===== config.mk =====
export PLATFORM = sky130hd
export DESIGN_NAME = smgp_ctrl
export DESIGN_NICKNAME = d
export VERILOG_FILES = /design/src/hw/rtl/smgp_pkg.sv /design/src/hw/rtl/smgp_ctrl.sv
export SDC_FILE = /design/constraint.sdc
export NUM_CORES = 1
export LEC_CHECK = 0
export ABC_AREA = 1
export ABC_CLOCK_PERIOD_IN_PS = 1700
export BUFFER_PORTS_ARGS = -buffer_cell sky130_fd_sc_hd__buf_2
export CAP_MARGIN = 10
export CORE_MARGIN = 2
export CORE_UTILIZATION = 50
export CTS_CLUSTER_SIZE = 20
export DETAILED_ROUTE_END_ITERATION = 6
export PLACE_DENSITY = 0.77
export SYNTH_ARGS = -nofsm -noshare
export SYNTH_HDL_FRONTEND = slang
export SYNTH_SLANG_ARGS = --single-unit

===== constraint.sdc =====
create_clock -name clk -period 1.7 [get_ports clk]
set_clock_uncertainty 0.2 [all_clocks]
set_input_delay 0.255 -clock clk [delete_from_list [all_inputs] [get_ports clk]]
set_output_delay 0.255 -clock clk [all_outputs]
set_load 0.05 [all_outputs]

===== src/hw/rtl/smgp_pkg.sv =====
package smgp_pkg;

  localparam int unsigned SampleW   = 24;
  localparam int unsigned MagW      = 24;
  localparam int unsigned RadW      = 2 * SampleW;
  localparam int unsigned IdxW      = 12;
  localparam int unsigned FlW       = 13;
  localparam int unsigned SrW       = 18;
  localparam int unsigned GateW     = 17;
  localparam int unsigned FreqW     = 25;
  localparam int unsigned CntW      = 6;
  localparam int unsigned CfgAddrW  = 2;
  localparam int unsigned CfgDataW  = 18;
  localparam int unsigned InDataW   = 48;
  localparam int unsigned OutDataW  = 120;
  localparam int unsigned StoreDepth = 2049;
  localparam int unsigned MaxPeaks  = 63;
  localparam int unsigned MinFrame  = 8;
  localparam int unsigned MaxFrame  = 4096;
  localparam int unsigned DivW      = IdxW + SrW + 8;
  localparam int unsigned SqrtSteps = SampleW;
  localparam int unsigned IterW     = 6;

  // register indexes
  localparam logic [CfgAddrW-1:0] REG_FRAME_LENGTH  = 2'd0;
  localparam logic [CfgAddrW-1:0] REG_SAMPLE_RATE   = 2'd1;
  localparam logic [CfgAddrW-1:0] REG_GATE_FRACTION = 2'd2;

  // result kinds
  localparam logic KIND_PEAK    = 1'b0;
  localparam logic KIND_SUMMARY = 1'b1;

  // controller to datapath
  typedef struct packed {
    logic load_in;
    logic square;
    logic sqrt_init;
    logic sqrt_step;
    logic store;
    logic thr;
    logic rd;
    logic eval;
    logic mul;
    logic div_step;
    logic emit_peak;
    logic emit_sum;
  } cmd_t;

  // datapath to controller
  typedef struct packed {
    logic frame_end;
    logic peak_emit;
    logic at_last;
    logic walk_done;
    logic out_free;
  } sts_t;

endpackage


===== src/hw/rtl/smgp_ctrl.sv =====
module smgp_ctrl
  import smgp_pkg::*;
(
  input  logic clk,
  input  logic rst_n,
  input  logic in_tvalid,
  output logic in_tready,
  input  sts_t sts,
  output cmd_t cmd
);

  localparam logic [3:0] S_IDLE = 4'd0;
  localparam logic [3:0] S_SQ   = 4'd1;
  localparam logic [3:0] S_SQI  = 4'd2;
  localparam logic [3:0] S_SQRT = 4'd3;
  localparam logic [3:0] S_UPD  = 4'd4;
  localparam logic [3:0] S_THR  = 4'd5;
  localparam logic [3:0] S_RD   = 4'd6;
  localparam logic [3:0] S_EV   = 4'd7;
  localparam logic [3:0] S_MUL  = 4'd8;
  localparam logic [3:0] S_DIV  = 4'd9;
  localparam logic [3:0] S_PK   = 4'd10;
  localparam logic [3:0] S_SUMO = 4'd11;

  localparam logic [IterW-1:0] SqrtLast = IterW'(SqrtSteps - 1);
  localparam logic [IterW-1:0] DivLast  = IterW'(DivW - 1);

  logic [3:0]       state_r, state_nxt;
  logic [IterW-1:0] iter_r, iter_nxt;

  always_ff @(posedge clk) begin
    if (!rst_n) begin
      state_r <= S_IDLE;
      iter_r  <= '0;
    end else begin
      state_r <= state_nxt;
      iter_r  <= iter_nxt;
    end
  end

  assign in_tready = (state_r == S_IDLE);

  always_comb begin
    state_nxt = state_r;
    iter_nxt  = iter_r;
    cmd       = '0;
    unique case (state_r)
      S_IDLE: begin
        if (in_tvalid) begin
          cmd.load_in = 1'b1;
          state_nxt   = S_SQ;
        end
      end
      S_SQ: begin
        cmd.square = 1'b1;
        state_nxt  = S_SQI;
      end
      S_SQI: begin
        cmd.sqrt_init = 1'b1;
        iter_nxt      = '0;
        state_nxt     = S_SQRT;
      end
      S_SQRT: begin
        cmd.sqrt_step = 1'b1;
        iter_nxt      = iter_r + 1'b1;
        if (iter_r == SqrtLast) state_nxt = S_UPD;
      end
      S_UPD: begin
        cmd.store = 1'b1;
        state_nxt = sts.frame_end ? S_THR : S_IDLE;
      end
      S_THR: begin
        cmd.thr   = 1'b1;
        state_nxt = S_RD;
      end
      S_RD: begin
        cmd.rd    = 1'b1;
        state_nxt = S_EV;
      end
      S_EV: begin
        cmd.eval = 1'b1;
        if (sts.peak_emit) state_nxt = S_MUL;
        else if (sts.at_last) state_nxt = S_SUMO;
        else state_nxt = S_RD;
      end
      S_MUL: begin
        cmd.mul   = 1'b1;
        iter_nxt  = '0;
        state_nxt = S_DIV;
      end
      S_DIV: begin
        cmd.div_step = 1'b1;
        iter_nxt     = iter_r + 1'b1;
        if (iter_r == DivLast) state_nxt = S_PK;
      end
      S_PK: begin
        if (sts.out_free) begin
          cmd.emit_peak = 1'b1;
          state_nxt     = sts.walk_done ? S_SUMO : S_RD;
        end
      end
      S_SUMO: begin
        if (sts.out_free) begin
          cmd.emit_sum = 1'b1;
          state_nxt    = S_IDLE;
        end
      end
      default: state_nxt = S_IDLE;
    endcase
  end

endmodule


* Word level (Yosys, flattened, before mapping)
Index checks and enable logic that the tools add are counted.
Widths: inputs -> output; s select.
** Word-level totals
- Bits in latches :: 0
- Memory bits (writable) :: 0
- Bits in read-only memories :: 0
- Output and inout port bits :: 13
- Bits in registers :: 10
- Word-level logic and storage cells :: 51
- Memories kept :: 0
- Input bits :: 8
** Operators by class
- Reduce and logical (&&, ||, !) cells :: 5
- $add $sub $neg :: 1
- Muxes and demuxes :: 25
- Divide/modulo/power cells :: 0
- Bitwise logic cells :: 0
- $mul :: 0
- Shift operators :: 0
- $lt $le $gt $ge :: 0
- Equal/unequal tests :: 18
** Operator list (count)
- $pmux 4 s12 :: 1
- $mux 4 :: 8
- $eq 4x3->1 const B :: 4
- $eq 4x4->1 const B :: 4
- $mux 1 :: 14
- $pmux 6 s2 :: 1
- $ne 2x2->1 const B :: 5
- $eq 4x2->1 const B :: 2
- $add 6x1->6 const B :: 1
- $eq 6x5->1 const B :: 1
- $eq 6x6->1 const B :: 1
- $reduce_and 5->1 :: 1
- $eq 4x1->1 const B :: 1
- $logic_not 4->1 :: 1
- $reduce_or 2->1 :: 2
- $mux 3 :: 1
- $reduce_bool 2->1 :: 1

* Depth between registers and ports, before layout
- Depth in word-level cells :: 3
- Mapped depth :: 10
- Depth with buffers taken out :: 10

* Worst setup path before layout
Ideal clock, no wire load.
- Kind :: register -> output
- From :: register state_r[0]
- To :: output port cmd[11] in the netlist's numbering
- Path slack :: -0.474 ns
- Buffers on the path :: 0
- Data arrival time :: 1.719 ns
- Stages on the path, launching flop included :: 4
- Required time :: 1.245 ns
- Path through :: dfxtp_1 nor2_1 inv_1 nor3_1
** RTL lines
- start, declared :: line smgp_ctrl.sv:28 : logic [3:0] state_r, state_nxt;
- start signal, assigned :: line smgp_ctrl.sv:36 : state_r <= state_nxt;
- end, declared :: line smgp_ctrl.sv:9 : output cmd_t cmd

==> flow_metrics.py <==
metrics = {
    "detailed_routing": {
        "vias": 956,
        "postRouteAntennaNets": 0,
        "routed_via_density": 5.43,
        "wl_mm": 2.40,
        "routedWlPerCell_um": 13.7,
        "dr.pass1.iters": 4,
        "initialDrtViolationCount": 37,
        "route.detailed.drc": 0,
    },
    "grt": {
        "grt_pass1_vias": 883,
        "grt_pass1_wl_mm": 3.35,
        "antenna_found_initial": 0,
        "overflow": 0,
        "grt_max_degree": 8,
        "grt_usage_pct": 23.9,
    },
    "timing": {
        "fin_ws_ns": -0.0620,
        "timing.final.crit_share_pct": 104,
        "finalHoldViolCount": 0,
        "final-setup-viol-count": 5,
        "drv_slew": 0,
        "min_period_ns": 1.76,
        "tightest_slew_ns": 0.247,
        "max_freq_ghz": 0.568,
        "hold_ws_ns": 0.0706,
        "max-slew-margin-rel_pct": 83.4,
        "tns_ns": -0.141,
        "rsz0062_at_grt": "true",
    },
    "floorplanning": {
        "initial_core_util_pct": 52.1,
        "die_w_um": 42.9,
        "die_area_sq_um": 1840,
        "die_h_um": 42.9,
        "std_cell_rows": 14,
        "core_sq_um": 1450,
        "ios": 21,
    },
    "clocking": {
        "htreeDepth": 1,
        "cts.sink_count": 10,
        "clk_pin_slew_worst_paths_ns": 0.06,
        "cts_max_path_buffers": 2,
        "cts-root-buf": "clkbuf_4",
        "cts_tree": "yes",
        "cts_made_buffers": 3,
        "ctsHoldBuffers": 0,
        "clock_latency_ns": 0.27,
    },
    "logic_synthesis": {
        "synth_top_cell_by_area": "dfxtp_1",
        "synth.distinct_cells": 20,
        "synth_top_area_share_pct": 26.4,
        "ys_seq_elements": 10,
        "synth_enable_flop_cells": 0,
        "synthFlopType": "dfxtp_1",
        "synth_nets": 139,
        "ys_warn_count": 0,
        "netlist_instances": 129,
        "synthTopCellsByArea": "dfxtp_1, nand2_1, inv_1, nor2_1, nand3_1",
        "syn_area_sq_um": 757,
        "syn_avg_cell_area_sq_um": 5.87,
        "synthArstFlopShare_pct": 0,
        "synth-seq-area-share_pct": 26.4,
    },
    "placed_design": {
        "placed_area_sq_um": 907,
        "io_buffers": 20,
        "gp_congestion": 0.874,
        "hpwl_mm": 1.54,
    },
    "setup_path": {
        "max_stage_delay_ns": 0.38,
        "path_class": "reg2out",
        "crit_family": "flip-flops",
        "required_ns": 1.24,
        "arrival_ns": 1.31,
        "crit_buf_inv": 3,
        "cpMaxStageDelayCell": "dfxtp_4",
        "setup.worst_path.end_class": "output port",
        "path_cells": "inv_4 > nor2_4 > inv_2 > nor3_4 > buf_6",
        "crit_path_max_fanout": 5,
        "critPathLaunchType": "register",
    },
    "final_layout": {
        "nNetsFinal": 172,
        "n_fill_cell": 96,
        "final_cell_mix": "nand2_1, inv_1, buf_4",
        "final_common_cell": "nand2_1",
        "antennaDiodeCount": 0,
        "drive_gt1_share_pct": 42.5,
        "syn2layout_area_growth_pct": 49.8,
        "fin_util_pct": 78.0,
        "design_area_sq_um": 1130,
    },
    "run_status": {
        "status": "finished with violations",
        "failed_checks": "negative setup slack",
    },
    "power_and_ir_drop": {
        "pwr_density_cell_nw_per_um2": 1280,
        "totalPowerFinal_uw": 1450,
        "p_leak_uw": 0.000541,
        "peakVddDrop_v": 0.000669,
    },
    "run": {
        "cap_violations": 0,
    },
    "hold_path": {
        "min_path_type": "in2reg",
    },
}
## synthesized netlist by cell type, types with 2 or more instances
cell type and number:
inv_2 2, nand3b_1 2, nand3_1 9, ha_1 2, o21ai_1 3, nand2_1 33, dfxtp_1 10, o21ai_0 3
nor2_2 5, inv_1 21, nor3_1 4, nand2_2 2, a22oi_1 2, nor2_1 18, a21oi_1 8
## layout make-up
| class | instances | area (sq um) | area share (%) |
|---|---|---|---|
| timing repair buffer | 28 | 234 | 20.6 |
| clock buffer | 3 | 22.5 | 1.99 |
| inverter | 23 | 91.3 | 8.06 |
| multi-input combinational | 96 | 553 | 48.8 |
| sequential | 10 | 213 | 18.8 |
| tap | 16 | 20.0 | 1.77 |
## path summary, 6_finish.rpt
path | from | to | slack (ns) | cells past startpoint
worst max-delay path | state_r[3] | cmd[0] | -0.06 | 5
worst min-delay path | rst_n | iter_r[0] | 0.07 | 3
worst max register to register | iter_r[0] | state_r[1] | 0.12 | 7
worst min register to register | iter_r[1] | iter_r[1] | 0.29 | 2
## cell families after synthesis
kind of cell | share of synthesized area, %
AND/OR/NAND/NOR | 45.3
buffers and inverters | 11.4
AO/OA/AOI/OAI | 12.4
flip-flops | 26.4
adder cells (fa/ha/maj) | 3.31
XOR/XNOR | 1.16
## sequential cells by signal (all words and copies together) (netlist names)
name,count
iter_r,6
state_r,4
## repair_timing
| action | in CTS | in global routing |
|---|---|---|
| setup buffers | 2 | 4 |
| setup endpoints to repair | 13 | 13 |
| resized for setup | 31 | 25 |
| pin swaps | 1 | 5 |
| hold endpoints to repair | 0 | 0 |
## report_power, final
group	total [uW]	internal, uW	switching, uW
combinational	941	332	610
sequential	348	277	71.3
clock	162	81.9	80.4
total	1450	690	762
## metal layers
metal / track usage (%) / up-vias / wire length (um)
met5: 0 / - / 0
met4: 11.9 / 0 / 77
met3: 2.55 / 6 / 94
met2: 47.3 / 35 / 1330
met1: 23.8 / 439 / 904
li1: - / 476 / -
## worst register-to-register path: cells and delay by family (launching register included)
| family | cells | cell delay, ns |
|---|---|---|
| compound gates | 2 | 0.28 |
| flops | 1 | 0.40 |
| fa+ha+maj | 1 | 0.22 |
| simple gates | 4 | 0.41 |
## stage by stage
stage,instances,worst slack [ns]
4_1_cts,172,-0.0384
2_1_floorplan,129,-0.428
6_report,176,-0.0620
3_3_place_gp,167,0.102
3_5_place_dp,167,0.0868
5_1_grt,176,-0.107
Note: power is estimated with default switching activity, not from simulation.
